File: config.mk
export PLATFORM = sky130hd
export DESIGN_NAME = serial_command_packet_framer_unit
export DESIGN_NICKNAME = d
export VERILOG_FILES = /design/src/scpf_pkg.sv /design/src/scpf_frame_builder.sv /design/src/serial_command_packet_framer_unit.sv
export VERILOG_INCLUDE_DIRS = /design/src /design/src/src
export SDC_FILE = /design/constraint.sdc
export NUM_CORES = 1
export LEC_CHECK = 0
export ABC_AREA = 1
export BUFFER_PORTS_ARGS = -buffer_cell sky130_fd_sc_hd__buf_2
export CAP_MARGIN = 20
export CORE_MARGIN = 2
export CORE_UTILIZATION = 45
export DETAILED_ROUTE_END_ITERATION = 10
export GPL_TIMING_DRIVEN = 0
export PLACE_DENSITY = 0.66
export SETUP_SLACK_MARGIN = 0.02
export SYNTH_ARGS = -nofsm -noshare
export SYNTH_HDL_FRONTEND = slang
export SYNTH_SLANG_ARGS = --single-unit
File: constraint.sdc
create_clock -name clk -period 8.25 [get_ports clk]
set_input_delay 1.2375 -clock clk [delete_from_list [all_inputs] [get_ports clk]]
set_output_delay 1.2375 -clock clk [all_outputs]
set_load 0.005 [all_outputs]
File: src/serial_command_packet_framer_unit_assert.svh
// Assertion macros for the serial command packet framer.
// Used by the top level; expects signals clk and arst_n in scope.
`ifndef SERIAL_COMMAND_PACKET_FRAMER_UNIT_ASSERT_SVH
`define SERIAL_COMMAND_PACKET_FRAMER_UNIT_ASSERT_SVH
`ifndef SYNTHESIS
`define SCPF_ASSERT(lbl, prop, msg) \
	lbl: assert property (@(posedge clk) disable iff (!arst_n) prop) else $error(msg);
`define SCPF_ASSERT_NEVER(lbl, cond, msg) \
	`SCPF_ASSERT(lbl, !(cond), msg)
`else
`define SCPF_ASSERT(lbl, prop, msg)
`define SCPF_ASSERT_NEVER(lbl, cond, msg)
`endif
`endif

File: src/scpf_pkg.sv
// Shared constants and the frame record type of the command packet framer.
// No dependencies.
package scpf_pkg;
	localparam int MAX_PARAMS   = 8;
	localparam int PARAM_FIELDS = 8;
	localparam int CAP_COUNT    = (MAX_PARAMS < PARAM_FIELDS) ? MAX_PARAMS : PARAM_FIELDS;
	localparam int HEADER_BYTES = 3;
	localparam int FRAME_BYTES  = CAP_COUNT + HEADER_BYTES + 1;
	localparam int IDX_W        = $clog2(FRAME_BYTES);
	localparam int PIDX_W       = $clog2(PARAM_FIELDS);
	localparam int CNT_W        = 4;
	localparam int SEQ_SHIFT    = 4;
	localparam int IFACE_SHIFT  = 6;
	localparam logic [7:0] START_BYTE = 8'h02;

	typedef logic [7:0] byte_t;

	typedef struct packed {
		logic [CNT_W-1:0]              cnt;
		byte_t                         seq_byte;
		byte_t                         ctrl_byte;
		byte_t [PARAM_FIELDS-1:0]      params;
		byte_t                         sum;
	} frame_t;
endpackage

File: src/scpf_frame_builder.sv
// Builds the frame record of one request: capped count, header bytes, checksum.
// Depends on scpf_pkg.
module scpf_frame_builder (
	input  logic [3:0]                     seq_number,
	input  logic [3:0]                     param_count,
	input  logic [1:0]                     target_iface,
	input  logic [5:0]                     command_code,
	input  scpf_pkg::byte_t [scpf_pkg::PARAM_FIELDS-1:0] params,
	output scpf_pkg::frame_t               frame
);
	logic [scpf_pkg::CNT_W-1:0] cnt;
	scpf_pkg::byte_t            seq_byte;
	scpf_pkg::byte_t            ctrl_byte;
	scpf_pkg::byte_t            sum;

	always_comb begin
		if (param_count > scpf_pkg::CNT_W'(scpf_pkg::CAP_COUNT)) begin
			cnt = scpf_pkg::CNT_W'(scpf_pkg::CAP_COUNT);
		end else begin
			cnt = param_count;
		end
		seq_byte  = (8'(seq_number) << scpf_pkg::SEQ_SHIFT) | 8'(cnt);
		ctrl_byte = (8'(target_iface) << scpf_pkg::IFACE_SHIFT) | 8'(command_code);
		sum = seq_byte ^ ctrl_byte;
		for (int i = 0; i < scpf_pkg::PARAM_FIELDS; i++) begin
			if (scpf_pkg::CNT_W'(i) < cnt) begin
				sum = sum ^ params[i];
			end
		end
		frame.cnt       = cnt;
		frame.seq_byte  = seq_byte;
		frame.ctrl_byte = ctrl_byte;
		frame.params    = params;
		frame.sum       = sum;
	end
endmodule

File: src/serial_command_packet_framer_unit.sv
// Command packet framer: one request in, a framed byte stream out.
// The request is registered in the frame stage, then each byte in the output register.
// Throughput: one byte per cycle, set by the single output byte port, while out_stall is low;
// a packet of count c has c + 4 bytes (4..12); the next request enters as the last byte leaves.
// Reset: arst_n clears the frame and output valid flags asynchronously.
// Depends on scpf_pkg, scpf_frame_builder and serial_command_packet_framer_unit_assert.svh.
`include "serial_command_packet_framer_unit_assert.svh"
module serial_command_packet_framer_unit (
	input  logic       clk,
	input  logic       arst_n,
	input  logic       in_valid,
	output logic       in_stall,
	input  logic [3:0] seq_number,
	input  logic [3:0] param_count,
	input  logic [1:0] target_iface,
	input  logic [5:0] command_code,
	input  logic [7:0] param_0,
	input  logic [7:0] param_1,
	input  logic [7:0] param_2,
	input  logic [7:0] param_3,
	input  logic [7:0] param_4,
	input  logic [7:0] param_5,
	input  logic [7:0] param_6,
	input  logic [7:0] param_7,
	output logic       out_valid,
	input  logic       out_stall,
	output logic [7:0] byte_out,
	output logic       last_byte
);
	scpf_pkg::byte_t [scpf_pkg::PARAM_FIELDS-1:0] params;
	scpf_pkg::frame_t           built;
	scpf_pkg::frame_t           frame_s1;
	logic                       valid_s1;
	logic [scpf_pkg::IDX_W-1:0] idx_q;
	logic [scpf_pkg::IDX_W-1:0] last_idx;
	logic [scpf_pkg::IDX_W-1:0] idx_m3;
	logic                       sel_last;
	scpf_pkg::byte_t            sel_byte;
	logic                       load;
	logic                       out_valid_q;
	scpf_pkg::byte_t            byte_q;
	logic                       last_q;
	logic                       in_take;

	assign params = {param_7, param_6, param_5, param_4, param_3, param_2, param_1, param_0};

	scpf_frame_builder u_builder (
		.seq_number   (seq_number),
		.param_count  (param_count),
		.target_iface (target_iface),
		.command_code (command_code),
		.params       (params),
		.frame        (built)
	);

	always_comb begin
		last_idx = scpf_pkg::IDX_W'(frame_s1.cnt) + scpf_pkg::IDX_W'(scpf_pkg::HEADER_BYTES);
		idx_m3   = idx_q - scpf_pkg::IDX_W'(scpf_pkg::HEADER_BYTES);
		sel_last = (idx_q == last_idx);
		priority if (idx_q == scpf_pkg::IDX_W'(0)) begin
			sel_byte = scpf_pkg::START_BYTE;
		end else if (idx_q == scpf_pkg::IDX_W'(1)) begin
			sel_byte = frame_s1.seq_byte;
		end else if (idx_q == scpf_pkg::IDX_W'(2)) begin
			sel_byte = frame_s1.ctrl_byte;
		end else if (sel_last) begin
			sel_byte = frame_s1.sum;
		end else begin
			sel_byte = frame_s1.params[idx_m3[scpf_pkg::PIDX_W-1:0]];
		end
	end

	assign load     = valid_s1 && (!out_valid_q || !out_stall);
	assign in_stall = valid_s1 && !(load && sel_last);
	assign in_take  = in_valid && !in_stall;

	always_ff @(posedge clk or negedge arst_n) begin
		if (!arst_n) begin
			valid_s1 <= 1'b0;
			idx_q    <= '0;
		end else if (in_take) begin
			valid_s1 <= 1'b1;
			idx_q    <= '0;
		end else if (load) begin
			if (sel_last) begin
				valid_s1 <= 1'b0;
			end else begin
				idx_q <= idx_q + scpf_pkg::IDX_W'(1);
			end
		end
	end

	always_ff @(posedge clk) begin
		if (in_take) begin
			frame_s1 <= built;
		end
	end

	always_ff @(posedge clk or negedge arst_n) begin
		if (!arst_n) begin
			out_valid_q <= 1'b0;
		end else if (load) begin
			out_valid_q <= 1'b1;
		end else if (!out_stall) begin
			out_valid_q <= 1'b0;
		end
	end

	always_ff @(posedge clk) begin
		if (load) begin
			byte_q <= sel_byte;
			last_q <= sel_last;
		end
	end

	assign out_valid = out_valid_q;
	assign byte_out  = byte_q;
	assign last_byte = last_q;

	`SCPF_ASSERT(a_idx_in_frame, valid_s1 |-> (idx_q <= last_idx), "frame index past checksum")
	`SCPF_ASSERT(a_take_restarts, in_take |=> (valid_s1 && idx_q == '0), "request not started")
	`SCPF_ASSERT_NEVER(a_orphan_byte, out_valid_q && !last_q && !valid_s1, "frame dropped early")
endmodule

==> impl_results.md, run 1 <==
* Worst-margin pin slew at 0.955 ns
* RSZ-0062 raised after global routing: false
* Cell Rows at 42
* Area Growth Syn to Fin at 16.7%
* I/O pin count at 95
* NetSw at 937 uW
* Yosys top cell by area: edfxtp_1
* Worst Skew at between 0.008 and 0.009 ns
* Critical Path RT at between 7 and 8 ns
* Crit. End Element: output pin
* Fin cells at roughly 1.0k
* Setup TNS Final at 0 ns
* Switching share of total power at between 40% and 50%
* Antenna diode count at 0
* CP Max Fanout at 10
* Routed length per placed instance at roughly 16 um
* Synth area leaders: edfxtp_1, nand2_1, nand3_1
* Synth top area share at slightly below 50%
* Proportion of power drawn by the clock network at 18.1%
* GRT Util Overall at 23.6%
* Max-Cap Viols at 0
* Final WL at approximately 16 mm
* Synthesis Warnings at 0
* Core area at 13100 um2
* Fin nets at slightly above 900
* FF/Latch Area at 3060 um2
* Synth cell types at 35
* Clock buffer count from CTS at 9
* Maximum VDD drop at 0.159 mV
* # port buffers at slightly above 90
* Worst-skew pair later-pin latency at around 0.35 ns
* Critical path class: reg2out
* CTS-repair resized insts at 0
* Layout cells sized above 1 at 17.9%
* Detailed Route Iter0 Violations at around 470
* Clk buf depth at 2
* Crit path max-delay family: simple AND/OR/NAND/NOR gates
* TritonCTS clock tree: done
* DIE AREA at 14200 um2
* Residual DRC count at 0
* Most frequent cells in the layout: nand2_1, buf_2, edfxtp_1
* Cell chain of the critical path: inv_1 -> ha_1 -> or2_2 -> nand4_1 -> nor2_2 -> nand3_1 -> nand2_1 -> inv_1 -> buf_2
* Setup ws final at 4.73 ns
* Register area share after synthesis at about 51%
* Syn_nets at around 800
* Finished Core Util at 53.2%
* Cts hold-fix bufs at 0
* Antenna Violating Nets Remaining at 0
* Crit path arrival time at 2.29 ns
* Multi-input logic area at 2490 um2
* Peak Freq at 284 MHz
* Initial Util at 45.6%
* Yosys reg bits at 103
* Final Critical Period at 3.52 ns
* Commonest non-fill, non-tap cell in the layout: nand2_1
* Status: finished clean
* Cells after Synth at 721
* Vias in the first global route at 4893
* Hold Vio Cnt, Final at 0
* Predominant post-synthesis flop cell: edfxtp_1
* Dpl ws at 4.97 ns
* Die height at 119 um
* Buf+Inv Stages, Crit Path at 3
* P_leak at 3.32 nW
* First-pass GRT wire length at 25.3 mm
* Final period util at 42.7%
* Async SR Flop Fraction at 5.83%
* Via total after detailed routing at roughly 5.2k
* Clk sinks at 103
* H-tree depth at 3
* Number of antenna violations at the first check in global routing at 0
* Synthesized area at 5960 um2
* Routability congestion estimate from global placement at ~0.88
* Via/cell ratio at just over 5
* Clock transition at path regs at roughly 0.07 ns
* Drt pass-1 iters at 7
* Power per cell area at between 300 and 400 nW/um2
* Root buf cell: clkbuf_16
* Die width at 119 um
* Syn Area/Cell at 8.27 um2
* Hpwl dp at 11.6 mm
* DP Cell Count at between 900 and 1k
* Setup violators final at 0
* Grt total ovfl at 0
* Combinational Power Share at between 40% and 50%
* Crit start category: flop
* Most used cell along the critical path: inv_1
* Largest net degree at the start of global routing at just over 70
* CP max stage cell: nor2_2
* Slew HR at 36.1%
* Final Slew Violations at 0
* Internal power at 1.26 mW
* Number of post-CTS setup repair buffers at 0
* Number of flops mapped to enable cells by yosys at 97
* Fillers at 1216
* Sequential Power Share at 34.9%
* Worst Hold Class: reg2reg
* Crit-path max cell delay at 0.48 ns
[power by group through the flow]
stage               combinational (mW)  sequential [mW]  clock [mW]
finish                            1.04            0.767       0.398
global route                      1.16            0.777       0.420
CTS                               1.02            0.767       0.399
detailed placement                1.01            0.778           0
global placement                 0.984            0.780           0
floorplan                        0.683            0.774           0
[flip-flops by register name, summed over array words and instances (netlist names)]
name,cells
byte_out,8
valid_s1,1
idx_q,4
frame_s1,88
out_valid,1
last_byte,1
[path summary, 6_finish.rpt]
check | startpoint | endpoint | slack [ns] | cells after the start
max | frame_s1[88] | in_stall | 4.73 | 9
min | valid_s1 | out_valid | 0.48 | 2
max reg2reg | idx_q[0] | byte_out[6] | 4.86 | 16
min reg2reg | valid_s1 | out_valid | 0.48 | 2
max in group asynchronous | arst_n | idx_q[2] | 7.40 | 1
min in group asynchronous | arst_n | valid_s1 | 0.70 | 1
[worst reg2reg max path: cells and delay by family, from the launching register on]
| kind | cells | cell delay, ns |
|---|---|---|
| DFF | 1 | 0.42 |
| buffers and inverters | 6 | 1.77 |
| AOI/OAI and AO/OA | 2 | 0.22 |
| and+or+nand+nor | 7 | 0.59 |
| adders and majority gates | 1 | 0.24 |
[metal layers]
metal	part of all wire [%]	track usage [%]	vias to the layer above	wire length, um
li1	-	-	2555	-
met1	43	31.5	2425	6970
met2	48	39.9	226	7900
met3	7.6	3.07	17	1240
met4	1.5	7.51	0	245
met5	0	0	-	0
[per-stage QoR]
stage | hold slack (ns) | power, mW | cell area [um2]
4_1_cts | 0.486 | 2.18 | 6950
3_3_place_gp | 0.461 | 1.76 | 6650
6_report | 0.481 | 2.20 | 6960
2_1_floorplan | 0.447 | 1.46 | 5960
3_5_place_dp | 0.468 | 1.79 | 6680
5_1_grt | 0.517 | 2.36 | 6960
[final cells by class]
cell class	instances	share of cell area, %
buffer	20	1.83
multi-input combinational	523	35.8
inverter	75	4.12
timing repair buffer	95	7.20
sequential	103	44.0
clock buffer	11	3.35
clock inverter	5	0.540
tap	176	3.17
[cells in the mapped netlist, types with 6 or more instances]
library cell	instances
nand3_1	65
buf_2	6
nor2_1	84
dfrtp_1	6
xnor2_1	9
xor2_1	20
nand2_1	243
nand3b_1	6
nand2_2	7
o21ai_0	45
inv_1	69
a21oi_1	11
clkbuf_1	6
edfxtp_1	97
[kinds of logic after synthesis]
kind of cell | share of synthesized area (%)
flip-flops | 51.4
adder cells (fa/ha/maj) | 1.05
buffers and inverters | 6.90
AO/OA/AOI/OAI | 5.71
AND/OR/NAND/NOR | 29.7
XOR/XNOR | 5.27
Note: power is estimated with default switching activity, not from simulation.
==> run 2: changes to the inputs <==
PLACE_DENSITY = 0.68   (was 0.66)
clock period = 3.2 ns   (was 8.25 ns; I/O delays follow)
==> run 2 against run 1 <==
Effect of this change: first-iteration DRC count decreased by 8.7%; sequential share of layout area about the same; flip-flop and latch count unchanged; critical path type is now reg2reg; utilization about the same; critical path depth increased by 6; die area unchanged; register-to-register slack got worse by 4.6 ns; setup slack got worse by 4.5 ns.
==> impl_results.md, run 2 (synthesis results as in run 1) <==
* Status: finished clean
* Drt pass-1 iters at 5
* Reg with most FFs: frame_s1
* Worst-margin pin slew at roughly 1.0 ns
* # port buffers at 93
* Critical Path RT at approximately 3.4 ns
* Global Route met1 Usage at 31.2%
* Worst-skew pair later-pin latency at 0.36 ns
* Via/cell ratio at 5.05
* Crit path arrival time at 3.17 ns
* Setup violators final at 0
* Largest net degree at the start of global routing at 60
* Number of post-CTS setup repair buffers at 0
* Layer with the highest usage: met2
* Number of antenna violations at the first check in global routing at 0
* Clock buffer count from CTS at 9
* Core area at between 10000 and 15000 um2
* I/O pin count at 95
* Dpl ws at -0.120 ns
* Clock transition at path regs at 0.07 ns
* Detailed Route Iter0 Violations at 430
* P_leak at between 3 and 4 nW
* Setup TNS Final at 0 ns
* Residual DRC count at 0
* Commonest non-fill, non-tap cell in the layout: nand2_1
* TritonCTS clock tree: done
* H-tree depth at 3
* Met3 usage at ~3.8%
* Final Slew Violations at 0
* Clk sinks at 103
* Area Growth Syn to Fin at 16.6%
* Worst Hold Class: in2reg
* Die width at 119 um
* GRT Util Overall at 22.7%
* Antenna Violating Nets Remaining at 0
* Worst Skew at about 0.0069 ns
* Vias in the first global route at 4402
* Multi-input logic area at 2490 um2
* Hpwl dp at approximately 11 mm
* Die height at 119 um
* First-pass GRT wire length at 24.0 mm
* Routability congestion estimate from global placement at 0.910
* DIE AREA at about 14000 um2
* Hold Vio Cnt, Final at 0
* Maximum VDD drop at about 0.37 mV
* Clk buf depth at 2
* Final Critical Period at 2.97 ns
* Power per cell area at 812 nW/um2
* Final period util at 92.8%
* Crit start category: flop
* Slew HR at approximately 31%
* FF/Latch Area at 3060 um2
* Most frequent cells in the layout: nand2_1, buf_2, edfxtp_1
* Fin nets at 916
* Antenna diode count at 0
* Cell Rows at 42
* Crit. End Element: flop
* Met2 usage at 36.7%
* Max-Cap Viols at 0
* Setup ws final at 0.229 ns
* Final WL at ~16 mm
* Root buf cell: clkbuf_16
* Fillers at between 1k and 1.5k
* Finished Core Util at 53.1%
* CP Max Fanout at 18
* RSZ-0062 raised after global routing: false
* Via total after detailed routing at 5093
* Critical path class: reg2reg
* Layout cells sized above 1 at 17.8%
* Initial Util at between 40 and 50%
* Routed length per placed instance at roughly 16 um
* Max FFs per register at roughly 90
* Grt total ovfl at 0
* Peak Freq at about 340 MHz
==> run 2: final cells by class <==
type / instances / area share [%]
Buffer: 19 / 1.78
Clock buffer: 10 / 3.29
Clock inverter: 6 / 0.396
Inverter: 75 / 4.12
Multi-Input combinational cell: 523 / 35.8
Sequential cell: 103 / 44.1
Tap cell: 176 / 3.17
Timing Repair Buffer: 96 / 7.34
==> run 2: power breakdown <==
group | total (mW) | internal [mW] | switching (mW)
Clock | 1.01 | 0.517 | 0.488
Combinational | 2.66 | 0.853 | 1.81
Sequential | 1.98 | 1.87 | 0.107
==> run 2: final timing paths <==
kind | slack, ns | start | cells past startpoint | endpoint
setup / recovery | 0.23 | idx_q[0] | 15 | byte_out[3]
hold / removal | 0.31 | param_4[0] | 1 | frame_s1[40]
setup reg to reg | 0.23 | idx_q[0] | 15 | byte_out[3]
hold reg to reg | 0.48 | valid_s1 | 2 | out_valid
max in group asynchronous | 2.60 | arst_n | 2 | idx_q[0]
min in group asynchronous | 0.46 | arst_n | 2 | out_valid
==> run 2: metal layers <==
layer | wire length [um] | vias to the layer above
li1 | - | 2551
met5 | 0 | -
met1 | 6700 | 2278
met3 | 1400 | 20
met2 | 7440 | 244
met4 | 316 | 0
==> run 2: worst max-delay path, stage by stage, from the launching register on <==
cell	delay [ns]
dfrtp_1	0.42
buf_4	0.21
inv_2	0.19
ha_1	0.34
buf_4	0.18
clkinv_1	0.32
buf_2	0.35
nor2_1	0.12
o21ai_0	0.08
nand2_1	0.12
nand2_1	0.06
nand2_1	0.06
nand2_1	0.05
nand2_1	0.10
nand2_1	0.06
a21oi_1	0.14
==> run 2: stage by stage <==
stage               instances  hold WS, ns  cell area, um2  power (mW)
global route             1008        0.309            6950        6.05
global placement          990        0.308            6650        4.57
detailed placement        991        0.309            6680        4.61
floorplan                 721        0.184            5960        3.76
CTS                      1007        0.304            6940        5.61
finish                   1008        0.308            6950        5.65
==> run 2: what timing repair did <==
item / CTS / global route
endpoints found under the hold margin: 6 / 0
gates resized for setup: 0 / 1
hold buffers: 1 / 0
setup endpoints to repair: 8 / 59
